File: src/rtl/core/mrrc_pkg.sv
// Shared types, codes and defaults for the ring cursor manager.
// Used by the channel interfaces, the divider, the top level and the checker.
package mrrc_pkg;

  localparam int BUF_MULT_DEF    = 2;
  localparam int MAX_READERS_DEF = 16;
  localparam int FRAME_BITS_DEF  = 48;

  localparam int MODE_W   = 3;
  localparam int ID_W     = 4;
  localparam int FC_W     = 16;
  localparam int CS_W     = 48;
  localparam int POS_W    = 15;
  localparam int AVAIL_W  = 16;
  localparam int CYC_W    = 16;
  localparam int STATUS_W = 2;
  localparam int BLK_W    = 13;
  localparam int RING_W   = 16;

  localparam logic [BLK_W-1:0] BLK_RESET = 13'd512;
  localparam logic [BLK_W-1:0] BLK_MAX   = 13'd4096;
  localparam logic [BLK_W-1:0] BLK_MIN   = 13'd1;

  typedef enum logic [MODE_W-1:0] {
    MODE_RESET   = 3'd0,
    MODE_ADD     = 3'd1,
    MODE_REMOVE  = 3'd2,
    MODE_ADVANCE = 3'd3,
    MODE_PREP    = 3'd4,
    MODE_ROOM    = 3'd5,
    MODE_AVAIL   = 3'd6,
    MODE_PULL    = 3'd7
  } mode_t;

  typedef enum logic [STATUS_W-1:0] {
    ST_OK      = 2'd0,
    ST_UNKNOWN = 2'd1,
    ST_FULL    = 2'd2,
    ST_TOOBIG  = 2'd3
  } status_t;

  typedef struct packed {
    logic done;
    logic busy;
  } div_stat_t;

endpackage

File: src/rtl/core/mrrc_if.sv
// Request, response and block-size write channels of the ring cursor manager.
// Depends on mrrc_pkg for field widths.
interface mrrc_req_if;
  logic                             valid;
  logic                             ready;
  logic [mrrc_pkg::MODE_W-1:0]      mode;
  logic [mrrc_pkg::ID_W-1:0]        consumer_id;
  logic [mrrc_pkg::FC_W-1:0]        frame_count;
  logic [mrrc_pkg::CS_W-1:0]        cycle_start;
  logic [mrrc_pkg::CS_W-1:0]        global_start;
  modport source (output valid, mode, consumer_id, frame_count, cycle_start, global_start,
                  input ready);
  modport sink (input valid, mode, consumer_id, frame_count, cycle_start, global_start,
                output ready);
endinterface

interface mrrc_rsp_if;
  logic                             valid;
  logic                             ready;
  logic [mrrc_pkg::POS_W-1:0]       position;
  logic [mrrc_pkg::AVAIL_W-1:0]     available;
  logic                             room_ok;
  logic [mrrc_pkg::CYC_W-1:0]       writer_cycles;
  logic [mrrc_pkg::STATUS_W-1:0]    status;
  modport source (output valid, position, available, room_ok, writer_cycles, status,
                  input ready);
  modport sink (input valid, position, available, room_ok, writer_cycles, status,
                output ready);
endinterface

interface mrrc_cfg_if;
  logic                             valid;
  logic                             ready;
  logic [mrrc_pkg::BLK_W-1:0]       data;
  modport source (output valid, data, input ready);
  modport sink (input valid, data, output ready);
endinterface

File: src/rtl/core/multi_reader_ring_cursor_manager_unit.sv
// Ring cursor manager top level: sequencer, cursor registers and the shared divider.
// Depends on mrrc_pkg, mrrc_if and mrrc_div.
//
//   channel  dir  carries
//   req      in   mode, consumer_id, frame_count, cycle_start, global_start
//   rsp      out  position, available, room_ok, writer_cycles, status
//   cfg      in   block_frames (always ready)
//
// Reset, add, remove and advance finish in S_EXEC; available adds the backlog step S_BL.
// Room check: two steps per reader on the backlog subtractor, skipped when the block was already written this cycle.
// Prepare write runs the divider, plus the fix-up step S_PREP_FIX when the block was already written this cycle;
// pull runs the bit-serial divider up to twice.
// rst is synchronous; it clears cursors' valid bits, counters and block size (512).
// req is not ready while a request is in flight; a stalled rsp holds the finished request.
module multi_reader_ring_cursor_manager_unit #(
  parameter int BUFFER_MULTIPLIER = mrrc_pkg::BUF_MULT_DEF,
  parameter int MAX_READERS       = mrrc_pkg::MAX_READERS_DEF,
  parameter int FRAME_BITS        = mrrc_pkg::FRAME_BITS_DEF
) (
  input logic        clk,
  input logic        rst,
  mrrc_req_if.sink   req,
  mrrc_rsp_if.source rsp,
  mrrc_cfg_if.sink   cfg
);
  localparam int RW  = (MAX_READERS > 1) ? $clog2(MAX_READERS) : 1;
  localparam int SW  = mrrc_pkg::RING_W;
  localparam int BW  = mrrc_pkg::BLK_W;
  localparam int FCW = mrrc_pkg::FC_W;

  typedef enum logic [14:0] {
    S_IDLE      = 15'b000000000000001,
    S_EXEC      = 15'b000000000000010,
    S_BL        = 15'b000000000000100,
    S_ROOM_A    = 15'b000000000001000,
    S_ROOM_B    = 15'b000000000010000,
    S_PREP_WAIT = 15'b000000000100000,
    S_PREP_FIX  = 15'b000000001000000,
    S_PULL_FF   = 15'b000000010000000,
    S_PULL_CMP  = 15'b000000100000000,
    S_PULL_DIV  = 15'b000001000000000,
    S_PULL_MUL  = 15'b000010000000000,
    S_PULL_ADD  = 15'b000100000000000,
    S_PULL_POS  = 15'b001000000000000,
    S_PULL_POSW = 15'b010000000000000,
    S_DONE      = 15'b100000000000000
  } state_t;

  state_t state;

  logic [BW-1:0]            block_frames;
  logic [FRAME_BITS-1:0]    produced;
  logic [mrrc_pkg::CS_W-1:0] last_cs;
  logic                     last_valid;
  logic [FRAME_BITS-1:0]    cc [MAX_READERS];
  logic [MAX_READERS-1:0]   rvalid;

  logic [mrrc_pkg::MODE_W-1:0] mode_q;
  logic [mrrc_pkg::ID_W-1:0]   id_q;
  logic [FCW-1:0]              fc_q;
  logic [mrrc_pkg::CS_W-1:0]   cs_q;
  logic [mrrc_pkg::CS_W-1:0]   gs_q;

  logic [RW-1:0]   ri;
  logic [SW-1:0]   bl_q;
  logic [FCW-1:0]  cyc_q;
  logic [28:0]     inc_q;

  logic [mrrc_pkg::POS_W-1:0]    res_pos;
  logic [mrrc_pkg::AVAIL_W-1:0]  res_avail;
  logic                          res_room;
  logic [mrrc_pkg::CYC_W-1:0]    res_cyc;
  logic [mrrc_pkg::STATUS_W-1:0] res_status;

  logic [BW-1:0]          blk;
  logic [SW-1:0]          ring_s;
  logic [RW-1:0]          r;
  logic                   id_ok;
  logic                   known;
  logic                   same;
  logic [RW-1:0]          sel;
  logic [FRAME_BITS-1:0]  diff;
  logic [SW-1:0]          clamp;
  logic [FRAME_BITS-1:0]  gfloor;
  logic [FRAME_BITS-1:0]  start_val;
  logic [SW:0]            fix_sum;
  logic [SW:0]            room_sum;

  logic                   div_start;
  logic [FRAME_BITS-1:0]  div_dividend;
  logic [SW-1:0]          div_divisor;
  logic [FRAME_BITS-1:0]  div_quo;
  logic [SW-1:0]          div_rem;
  mrrc_pkg::div_stat_t    dstat;
  logic                   accept;

  mrrc_div #(.FRAME_BITS(FRAME_BITS)) u_div (
    .clk       (clk),
    .rst       (rst),
    .start     (div_start),
    .dividend  (div_dividend),
    .divisor   (div_divisor),
    .quotient  (div_quo),
    .remainder (div_rem),
    .stat      (dstat)
  );

  always_comb begin
    if (block_frames < mrrc_pkg::BLK_MIN) begin
      blk = mrrc_pkg::BLK_MIN;
    end else if (block_frames > mrrc_pkg::BLK_MAX) begin
      blk = mrrc_pkg::BLK_MAX;
    end else begin
      blk = block_frames;
    end
    ring_s = SW'(SW'(blk) * SW'(BUFFER_MULTIPLIER));
    r      = RW'(id_q);
    id_ok  = 32'(id_q) < MAX_READERS;
    known  = id_ok && rvalid[r];
    same   = last_valid && (last_cs == cs_q);
    sel    = (state == S_ROOM_A) ? ri : r;
    // backlog is read as signed; negative counts as empty
    diff   = produced - cc[sel];
    if (diff[FRAME_BITS-1]) begin
      clamp = '0;
    end else if (diff > FRAME_BITS'(ring_s)) begin
      clamp = ring_s;
    end else begin
      clamp = diff[SW-1:0];
    end
    gfloor    = FRAME_BITS'(gs_q);
    start_val = (gfloor > produced) ? gfloor : produced;
    fix_sum   = {1'b0, div_rem} + {1'b0, ring_s} - (SW + 1)'(blk);
    room_sum  = {1'b0, bl_q} + (SW + 1)'(blk);
  end

  always_comb begin
    div_start    = 1'b0;
    div_dividend = produced;
    div_divisor  = ring_s;
    case (state)
      S_EXEC: begin
        div_start = (mrrc_pkg::mode_t'(mode_q) == mrrc_pkg::MODE_PREP);
      end
      S_PULL_CMP: begin
        div_start    = (bl_q < fc_q);
        div_dividend = FRAME_BITS'(17'(fc_q) - 17'(bl_q) + 17'(blk) - 17'd1);
        div_divisor  = SW'(blk);
      end
      S_PULL_POS: begin
        div_start    = 1'b1;
        div_dividend = cc[r];
      end
      default: begin
        div_start = 1'b0;
      end
    endcase
  end

  assign accept    = req.valid && req.ready;
  assign req.ready = (state == S_IDLE) && !dstat.busy;
  assign cfg.ready = 1'b1;

  always_ff @(posedge clk) begin
    if (rst) begin
      state        <= S_IDLE;
      block_frames <= mrrc_pkg::BLK_RESET;
      produced     <= '0;
      last_cs      <= '0;
      last_valid   <= 1'b0;
      rvalid       <= '0;
      rsp.valid    <= 1'b0;
    end else begin
      if (cfg.valid && cfg.ready) begin
        block_frames <= cfg.data;
      end
      // drop a taken response unless a new one replaces it below
      if (rsp.valid && rsp.ready && state != S_DONE) begin
        rsp.valid <= 1'b0;
      end
      case (state)
        S_IDLE: begin
          if (accept) begin
            mode_q     <= req.mode;
            id_q       <= req.consumer_id;
            fc_q       <= req.frame_count;
            cs_q       <= req.cycle_start;
            gs_q       <= req.global_start;
            res_pos    <= '0;
            res_avail  <= '0;
            res_room   <= 1'b0;
            res_cyc    <= '0;
            res_status <= mrrc_pkg::ST_OK;
            state      <= S_EXEC;
          end
        end
        S_EXEC: begin
          state <= S_DONE;
          case (mrrc_pkg::mode_t'(mode_q))
            mrrc_pkg::MODE_RESET: begin
              produced <= '0;
            end
            mrrc_pkg::MODE_ADD: begin
              if (!id_ok) begin
                res_status <= mrrc_pkg::ST_FULL;
              end else begin
                rvalid[r] <= 1'b1;
              end
            end
            mrrc_pkg::MODE_REMOVE: begin
              if (!known) begin
                res_status <= mrrc_pkg::ST_UNKNOWN;
              end else begin
                rvalid[r] <= 1'b0;
              end
            end
            mrrc_pkg::MODE_ADVANCE: begin
              if (!same) begin
                produced   <= produced + FRAME_BITS'(fc_q);
                last_cs    <= cs_q;
                last_valid <= 1'b1;
              end
            end
            mrrc_pkg::MODE_PREP: begin
              state <= S_PREP_WAIT;
            end
            mrrc_pkg::MODE_ROOM: begin
              res_room <= 1'b1;
              ri       <= '0;
              if (!same) begin
                state <= S_ROOM_A;
              end
            end
            mrrc_pkg::MODE_AVAIL: begin
              if (!known) begin
                res_status <= mrrc_pkg::ST_UNKNOWN;
              end else begin
                state <= S_BL;
              end
            end
            mrrc_pkg::MODE_PULL: begin
              if (!known) begin
                res_status <= mrrc_pkg::ST_UNKNOWN;
              end else if (fc_q > ring_s) begin
                res_status <= mrrc_pkg::ST_TOOBIG;
              end else begin
                state <= S_PULL_FF;
              end
            end
            default: begin
              state <= S_DONE;
            end
          endcase
        end
        S_BL: begin
          bl_q <= clamp;
          if (mrrc_pkg::mode_t'(mode_q) == mrrc_pkg::MODE_PULL) begin
            state <= S_PULL_CMP;
          end else begin
            res_avail <= clamp;
            state     <= S_DONE;
          end
        end
        S_ROOM_A: begin
          bl_q  <= clamp;
          state <= S_ROOM_B;
        end
        S_ROOM_B: begin
          if (rvalid[ri] && (room_sum > (SW + 1)'(ring_s))) begin
            res_room <= 1'b0;
          end
          ri <= ri + RW'(1);
          if (32'(ri) == MAX_READERS - 1) begin
            state <= S_DONE;
          end else begin
            state <= S_ROOM_A;
          end
        end
        S_PREP_WAIT: begin
          if (dstat.done) begin
            state <= same ? S_PREP_FIX : S_DONE;
            res_pos <= div_rem[mrrc_pkg::POS_W-1:0];
          end
        end
        S_PREP_FIX: begin
          // start of the block written last, wrapped into the ring
          if (fix_sum >= (SW + 1)'(ring_s)) begin
            res_pos <= mrrc_pkg::POS_W'(fix_sum - (SW + 1)'(ring_s));
          end else begin
            res_pos <= mrrc_pkg::POS_W'(fix_sum);
          end
          state <= S_DONE;
        end
        S_PULL_FF: begin
          // fast-forward a producer that lags this reader
          if (diff[FRAME_BITS-1]) begin
            produced <= cc[r];
          end
          state <= S_BL;
        end
        S_PULL_CMP: begin
          cyc_q <= '0;
          state <= (bl_q < fc_q) ? S_PULL_DIV : S_PULL_POS;
        end
        S_PULL_DIV: begin
          if (dstat.done) begin
            cyc_q   <= div_quo[FCW-1:0];
            res_cyc <= div_quo[FCW-1:0];
            state   <= S_PULL_MUL;
          end
        end
        S_PULL_MUL: begin
          inc_q <= 29'(cyc_q) * 29'(blk);
          state <= S_PULL_ADD;
        end
        S_PULL_ADD: begin
          produced <= produced + FRAME_BITS'(inc_q);
          state    <= S_PULL_POS;
        end
        S_PULL_POS: begin
          state <= S_PULL_POSW;
        end
        S_PULL_POSW: begin
          if (dstat.done) begin
            res_pos <= div_rem[mrrc_pkg::POS_W-1:0];
            state   <= S_DONE;
          end
        end
        S_DONE: begin
          // hold until the output register is free
          if (!rsp.valid || rsp.ready) begin
            rsp.valid         <= 1'b1;
            rsp.position      <= res_pos;
            rsp.available     <= res_avail;
            rsp.room_ok       <= res_room;
            rsp.writer_cycles <= res_cyc;
            rsp.status        <= res_status;
            state             <= S_IDLE;
          end
        end
        default: begin
          state <= S_IDLE;
        end
      endcase
    end
  end

  // cursor store, no reset: an entry is written when its reader is added
  always_ff @(posedge clk) begin
    if (state == S_EXEC && mrrc_pkg::mode_t'(mode_q) == mrrc_pkg::MODE_RESET) begin
      for (int i = 0; i < MAX_READERS; i++) begin
        if (rvalid[i]) begin
          cc[i] <= '0;
        end
      end
    end else if (state == S_EXEC && mrrc_pkg::mode_t'(mode_q) == mrrc_pkg::MODE_ADD && id_ok) begin
      cc[r] <= start_val;
    end else if (state == S_PULL_POSW && dstat.done) begin
      cc[r] <= cc[r] + FRAME_BITS'(fc_q);
    end
  end

endmodule

File: src/rtl/core/mrrc_div.sv
// Shared restoring divider: one quotient bit per cycle, FRAME_BITS quotient bits per division.
// Depends on mrrc_pkg for the status struct and ring width.
module mrrc_div #(
  parameter int FRAME_BITS = mrrc_pkg::FRAME_BITS_DEF
) (
  input  logic                          clk,
  input  logic                          rst,
  input  logic                          start,
  input  logic [FRAME_BITS-1:0]         dividend,
  input  logic [mrrc_pkg::RING_W-1:0]   divisor,
  output logic [FRAME_BITS-1:0]         quotient,
  output logic [mrrc_pkg::RING_W-1:0]   remainder,
  output mrrc_pkg::div_stat_t           stat
);
  localparam int CW = $clog2(FRAME_BITS + 1);
  localparam int RW = mrrc_pkg::RING_W;

  logic [FRAME_BITS-1:0] dq;
  logic [RW-1:0]         rem;
  logic [RW-1:0]         dv;
  logic [CW-1:0]         cnt;
  logic                  busy;
  logic                  done;
  logic [RW:0]           trial;
  logic                  ge;
  logic [RW-1:0]         rem_next;

  always_comb begin
    trial    = {rem, dq[FRAME_BITS-1]};
    ge       = trial >= {1'b0, dv};
    rem_next = ge ? RW'(trial - {1'b0, dv}) : trial[RW-1:0];
  end

  always_ff @(posedge clk) begin
    if (rst) begin
      cnt  <= '0;
      busy <= 1'b0;
      done <= 1'b0;
    end else begin
      done <= 1'b0;
      if (start) begin
        dq   <= dividend;
        rem  <= '0;
        dv   <= divisor;
        cnt  <= CW'(FRAME_BITS);
        busy <= 1'b1;
      end else if (busy) begin
        rem <= rem_next;
        dq  <= {dq[FRAME_BITS-2:0], ge};
        cnt <= cnt - CW'(1);
        if (cnt == CW'(1)) begin
          busy <= 1'b0;
          done <= 1'b1;
        end
      end
    end
  end

  assign quotient  = dq;
  assign remainder = rem;
  assign stat.done = done;
  assign stat.busy = busy;

endmodule

File: src/flat_wrapper.sv
// flat-port wrapper written by rule: the top's interface ports become plain ports
module multi_reader_ring_cursor_manager_unit_flat 
#(
  parameter int BUFFER_MULTIPLIER = mrrc_pkg::BUF_MULT_DEF,
  parameter int MAX_READERS       = mrrc_pkg::MAX_READERS_DEF,
  parameter int FRAME_BITS        = mrrc_pkg::FRAME_BITS_DEF
)
  (clk, rst, req_valid, req_mode, req_consumer_id, req_frame_count, req_cycle_start, req_global_start, req_ready, rsp_valid, rsp_position, rsp_available, rsp_room_ok, rsp_writer_cycles, rsp_status, rsp_ready, cfg_valid, cfg_data, cfg_ready);
  mrrc_req_if req_i ();
  mrrc_rsp_if rsp_i ();
  mrrc_cfg_if cfg_i ();
  input logic clk;
  input logic rst;
  input wire logic [$bits(req_i.valid)-1:0] req_valid;
  input wire logic [$bits(req_i.mode)-1:0] req_mode;
  input wire logic [$bits(req_i.consumer_id)-1:0] req_consumer_id;
  input wire logic [$bits(req_i.frame_count)-1:0] req_frame_count;
  input wire logic [$bits(req_i.cycle_start)-1:0] req_cycle_start;
  input wire logic [$bits(req_i.global_start)-1:0] req_global_start;
  output wire logic [$bits(req_i.ready)-1:0] req_ready;
  output wire logic [$bits(rsp_i.valid)-1:0] rsp_valid;
  output wire logic [$bits(rsp_i.position)-1:0] rsp_position;
  output wire logic [$bits(rsp_i.available)-1:0] rsp_available;
  output wire logic [$bits(rsp_i.room_ok)-1:0] rsp_room_ok;
  output wire logic [$bits(rsp_i.writer_cycles)-1:0] rsp_writer_cycles;
  output wire logic [$bits(rsp_i.status)-1:0] rsp_status;
  input wire logic [$bits(rsp_i.ready)-1:0] rsp_ready;
  input wire logic [$bits(cfg_i.valid)-1:0] cfg_valid;
  input wire logic [$bits(cfg_i.data)-1:0] cfg_data;
  output wire logic [$bits(cfg_i.ready)-1:0] cfg_ready;
  assign req_i.valid = req_valid;
  assign req_i.mode = req_mode;
  assign req_i.consumer_id = req_consumer_id;
  assign req_i.frame_count = req_frame_count;
  assign req_i.cycle_start = req_cycle_start;
  assign req_i.global_start = req_global_start;
  assign req_ready = req_i.ready;
  assign rsp_valid = rsp_i.valid;
  assign rsp_position = rsp_i.position;
  assign rsp_available = rsp_i.available;
  assign rsp_room_ok = rsp_i.room_ok;
  assign rsp_writer_cycles = rsp_i.writer_cycles;
  assign rsp_status = rsp_i.status;
  assign rsp_i.ready = rsp_ready;
  assign cfg_i.valid = cfg_valid;
  assign cfg_i.data = cfg_data;
  assign cfg_ready = cfg_i.ready;
  multi_reader_ring_cursor_manager_unit #(.BUFFER_MULTIPLIER(BUFFER_MULTIPLIER), .MAX_READERS(MAX_READERS), .FRAME_BITS(FRAME_BITS)) u_core (.clk(clk), .rst(rst), .req(req_i), .rsp(rsp_i), .cfg(cfg_i));
endmodule
File: config.mk
export PLATFORM = sky130hd
export DESIGN_NAME = multi_reader_ring_cursor_manager_unit_flat
export DESIGN_NICKNAME = d
export VERILOG_FILES = /design/src/rtl/core/mrrc_pkg.sv /design/src/rtl/core/mrrc_if.sv /design/src/rtl/core/multi_reader_ring_cursor_manager_unit.sv /design/src/rtl/core/mrrc_div.sv /design/src/flat_wrapper.sv
export SDC_FILE = /design/constraint.sdc
export NUM_CORES = 2
export LEC_CHECK = 0
export BUFFER_PORTS_ARGS = -buffer_cell sky130_fd_sc_hd__buf_2
export CORE_MARGIN = 5
export CORE_UTILIZATION = 41
export DETAILED_ROUTE_END_ITERATION = 12
export MAX_ROUTING_LAYER = met4
export PLACE_DENSITY_LB_ADDON = 0.05
export SLEW_MARGIN = 20
export SYNTH_ARGS = -nofsm -noshare
export SYNTH_HDL_FRONTEND = slang
export SYNTH_SLANG_ARGS = --single-unit
File: constraint.sdc
create_clock -name clk -period 14.05 [get_ports clk]
set_clock_uncertainty 0.1 [all_clocks]
set_input_delay 0.7025 -clock clk [delete_from_list [all_inputs] [get_ports clk]]
set_output_delay 0.7025 -clock clk [all_outputs]
set_load 0.005 [all_outputs]
==> impl_metrics.yaml <==
run_status:
  outcome: "completed"
critical_path:
  crit_path_end_kind: "register"
  critPathMaxStageDelay_ns: 0.67
  critPathSlowestCell: "buf_12"
  crit_required_ns: 14.48
  reg2regPathDepth: 30
  crit_fanout: 192
  criticalPathCategory: "reg2reg"
  arrival_ns: 9.56
  critPathLaunchType: "register"
  cpMostUsedCell: "nand4_1"
sta:
  finalHoldViolCount: 0
  worst_slack_ns: 4.922
  min_period_over_period_pct: 64.97
  setup_viol: 0
  worst_pin_slew_ns: 1.201
  fin_crit_ns: 9.128
  setup-tns-final_ns: 0
  slew_violations: 0
  max_freq_ghz: 0.1096
  slew_headroom_pct: 19.07
  rsz0062_at_grt: "no"
route:
  routedWlPerCell_microns: 28.61
  viasPerCell: 5.966
  routed_wl_microns: 307200
  drtAntennaViolNets: 0
  drtIter0Drc: 6530
  vias: 64040
  drc: 0
  first_pass_iters: 6
clock_tree:
  cts_tree: "yes"
  cts.sinks: 1284
  cts_root_buffer: "clkbuf_16"
  cts_hold_buf: 129
  path_clk_slew_ns: 0.06
  post_cts_buffers: 0
  cts_made_buffers: 152
  ctsLongestPathBuffers: 3
  clk_latency_ns: 0.84
  cts_resized: 0
  cts_max_level: 4
yosys:
  synth_adder_area_share_pct: 10.12
  synth-xor-area-share_pct: 2.745
  netlist_instances: 7864
  synth-edff-count: 1130
  synth-seq-cells: 1284
  postSynth.topFlopCell: "edfxtp_1"
  ys_warn_count: 0
  synthMuxAreaShare_pct: 9.046
  synth_compound_area_share_pct: 12.69
  synthSimpleGateAreaFrac_pct: 15.37
  ys_seq_area_share_pct: 45.40
  synth_top_family_by_area: "simple AND/OR/NAND/NOR gates"
  avgSynthCellArea_sq_um: 10.37
  synthesis.area_sq_um: 81540
  synth_cell_type_count: 89
  async_reset_ff_share_pct: 0
pwr:
  powerDensity_nw_per_um2: 107.7
  vdd_drop_max_v: 0.0001101
  p_total_w: 0.009896
  leakage_nw: 32.73
die:
  dieArea_sq_um: 207900
  coreArea_sq_um: 197600
  die_w_microns: 456.0
  row_count: 163
  io_pins: 190
  fp.dieH_microns: 456.0
  initial_utilization_pct: 41.26
global_routing:
  grt_pass1_wl_microns: 443400
  busiest_layer: "met2"
  use_met1_pct: 38.16
  grt_overflow_total: 0
  grt_start_max_net_pins: 193
  grt_use_met3_pct: 4.398
  grt_pass1_vias: 63000
  met2_usage_pct: 48.14
  antenna_found_initial: 13
  grt.total_usage_pct: 29.67
place:
  dp_slack_ns: 4.620
  port-buffer-count: 188
  finalWeightedCongestion: 0.9098
  dp_hpwl_microns: 203000
  placed_cell_area_sq_um: 85530
final_layout:
  layout.nets: 8652
  area_delta_synth_final_pct: 12.68
  drive_gt1_share_pct: 12.22
  finalInstanceArea_sq_um: 91870
run:
  maxCapViolCount: 0
min_path:
  hold_class: "in2reg"
  min_path_cells: 3
==> per-stage QoR <==
step | utilization (%) | hold slack [ns] | cells
after detailed placement | 43.28 | 0.3045 | 10320
after global routing | 46.49 | 0.05733 | 10740
after CTS | 46.46 | 0.001524 | 10730
final | 46.49 | 0.05533 | 10740
after floorplan | - | 0.3003 | 7867
after global placement | 43.28 | 0.3012 | 10320
==> cells in the final DEF (no fill, tap or decap), drive strengths merged, types with 52 or more instances in the layout <==
cell / count
nor2: 1221
edfxtp: 1130
nand2: 801
inv: 451
a21oi: 378
ha: 376
buf: 350
and2: 310
a211oi: 291
mux4: 248
clkbuf: 196
o21ai: 182
fa: 177
xnor2: 172
dfxtp: 154
a31oi: 148
a21o: 134
dlygate4sd3: 129
mux2i: 109
a311oi: 101
nor3: 90
nand3: 87
xor2: 81
nand4: 66
a22oi: 61
mux2: 61
clkinv: 58
nor2b: 52
==> sequential cells by signal, summed over array words and instances, names as in the netlist, 16 cells and up, named ones only <==
name,cells
u_core.bl_q,16
u_core.cc,768
u_core.cs_q,48
u_core.cyc_q,16
u_core.fc_q,16
u_core.gfloor,48
u_core.inc_q,29
u_core.last_cs,48
u_core.produced,48
u_core.res_avail,16
u_core.res_cyc,16
u_core.rsp.available,16
u_core.rsp.writer_cycles,16
u_core.u_div.quotient,48
u_core.u_div.remainder,16
==> worst max-delay path: cells and delay by family, from the launching register on <==
| family | cells | cell delay [ns] |
|---|---|---|
| simple gates | 11 | 2.71 |
| mux | 2 | 0.85 |
| xor+xnor | 1 | 0.55 |
| fa+ha+maj | 2 | 0.75 |
| flops | 1 | 0.33 |
| buf+inv | 2 | 1.02 |
| compound gates | 12 | 2.32 |
==> Yosys cell counts, types with 15 or more instances <==
cell type,count,area share (%)
nor2_1,1221,5.6
edfxtp_1,1130,42
nand2_1,801,3.7
clkbuf_1,457,2.1
inv_1,445,2.0
a21oi_1,378,2.3
ha_1,376,5.8
and2_1,310,2.4
a211oi_1,291,2.7
mux4_2,248,6.9
o21ai_0,181,1.1
fa_1,177,4.3
xnor2_1,172,1.8
dfxtp_1,154,3.8
a31oi_1,148,1.1
a21o_1,134,1.2
mux2i_1,108,1.3
a311oi_1,101,1.1
nor3_1,90,0.55
nand3_1,87,0.53
xor2_1,81,0.87
nand4_1,65,0.50
a22oi_1,61,0.56
mux2_2,61,0.84
nor2b_1,52,0.40
nand2b_1,46,0.35
o21a_1,39,0.36
buf_2,37,0.23
buf_1,36,0.17
o21bai_1,33,0.30
nor4_1,28,0.21
o211ai_1,26,0.24
and3_1,25,0.19
a221oi_1,22,0.24
or3_1,20,0.15
o22ai_1,17,0.13
nor3b_1,15,0.14
==> per-layer routing <==
metal	routed length [microns]	up-vias
met4	12310	0
li1	-	28580
met5	0	-
met3	21440	582
met2	146100	2559
met1	127300	32330
==> kinds of logic after synthesis <==
kind of cell / after synthesis
AO/OA/AOI/OAI: 1550
flip-flops: 1284
multiplexers: 418
AND/OR/NAND/NOR: 2820
adder cells (fa/ha/maj): 553
other: 2
XOR/XNOR: 254
buffers and inverters: 983
==> path summary, 6_finish.rpt <==
check / from / end / slack [ns]
worst max-delay path: u_core.state[9]$_SDFFE_PP0P_ / u_core.res_avail[4]$_SDFFCE_PN0P_ / 4.92
worst min-delay path: cfg_data[4] / u_core.block_frames[4]$_SDFFE_PP0P_ / 0.06
worst max register to register: u_core.state[9]$_SDFFE_PP0P_ / u_core.res_avail[4]$_SDFFCE_PN0P_ / 4.92
worst min register to register: u_core.res_pos[0]$_DFFE_PP_ / u_core.rsp.position[0]$_DFFE_PP_ / 0.32
==> power by group <==
part	switching [W]	total (W)	internal (W)
Clock	0.00171	0.00400	0.00230
Combinational	0.00102	0.00165	0.000637
Sequential	0.0000668	0.00424	0.00417
Total	0.00279	0.00990	0.00711
==> cell type report <==
cell class,count,area [sq um]
antenna,9,22.52
clock buffer,196,4010
clock inverter,82,977.2
fill,18450,105700
inverter,445,1670
multi-input combinational,5600,41310
sequential,1284,37030
tap,2640,3303
timing repair buffer,479,3550
No activity file was read; power rests on OpenSTA's default activity.
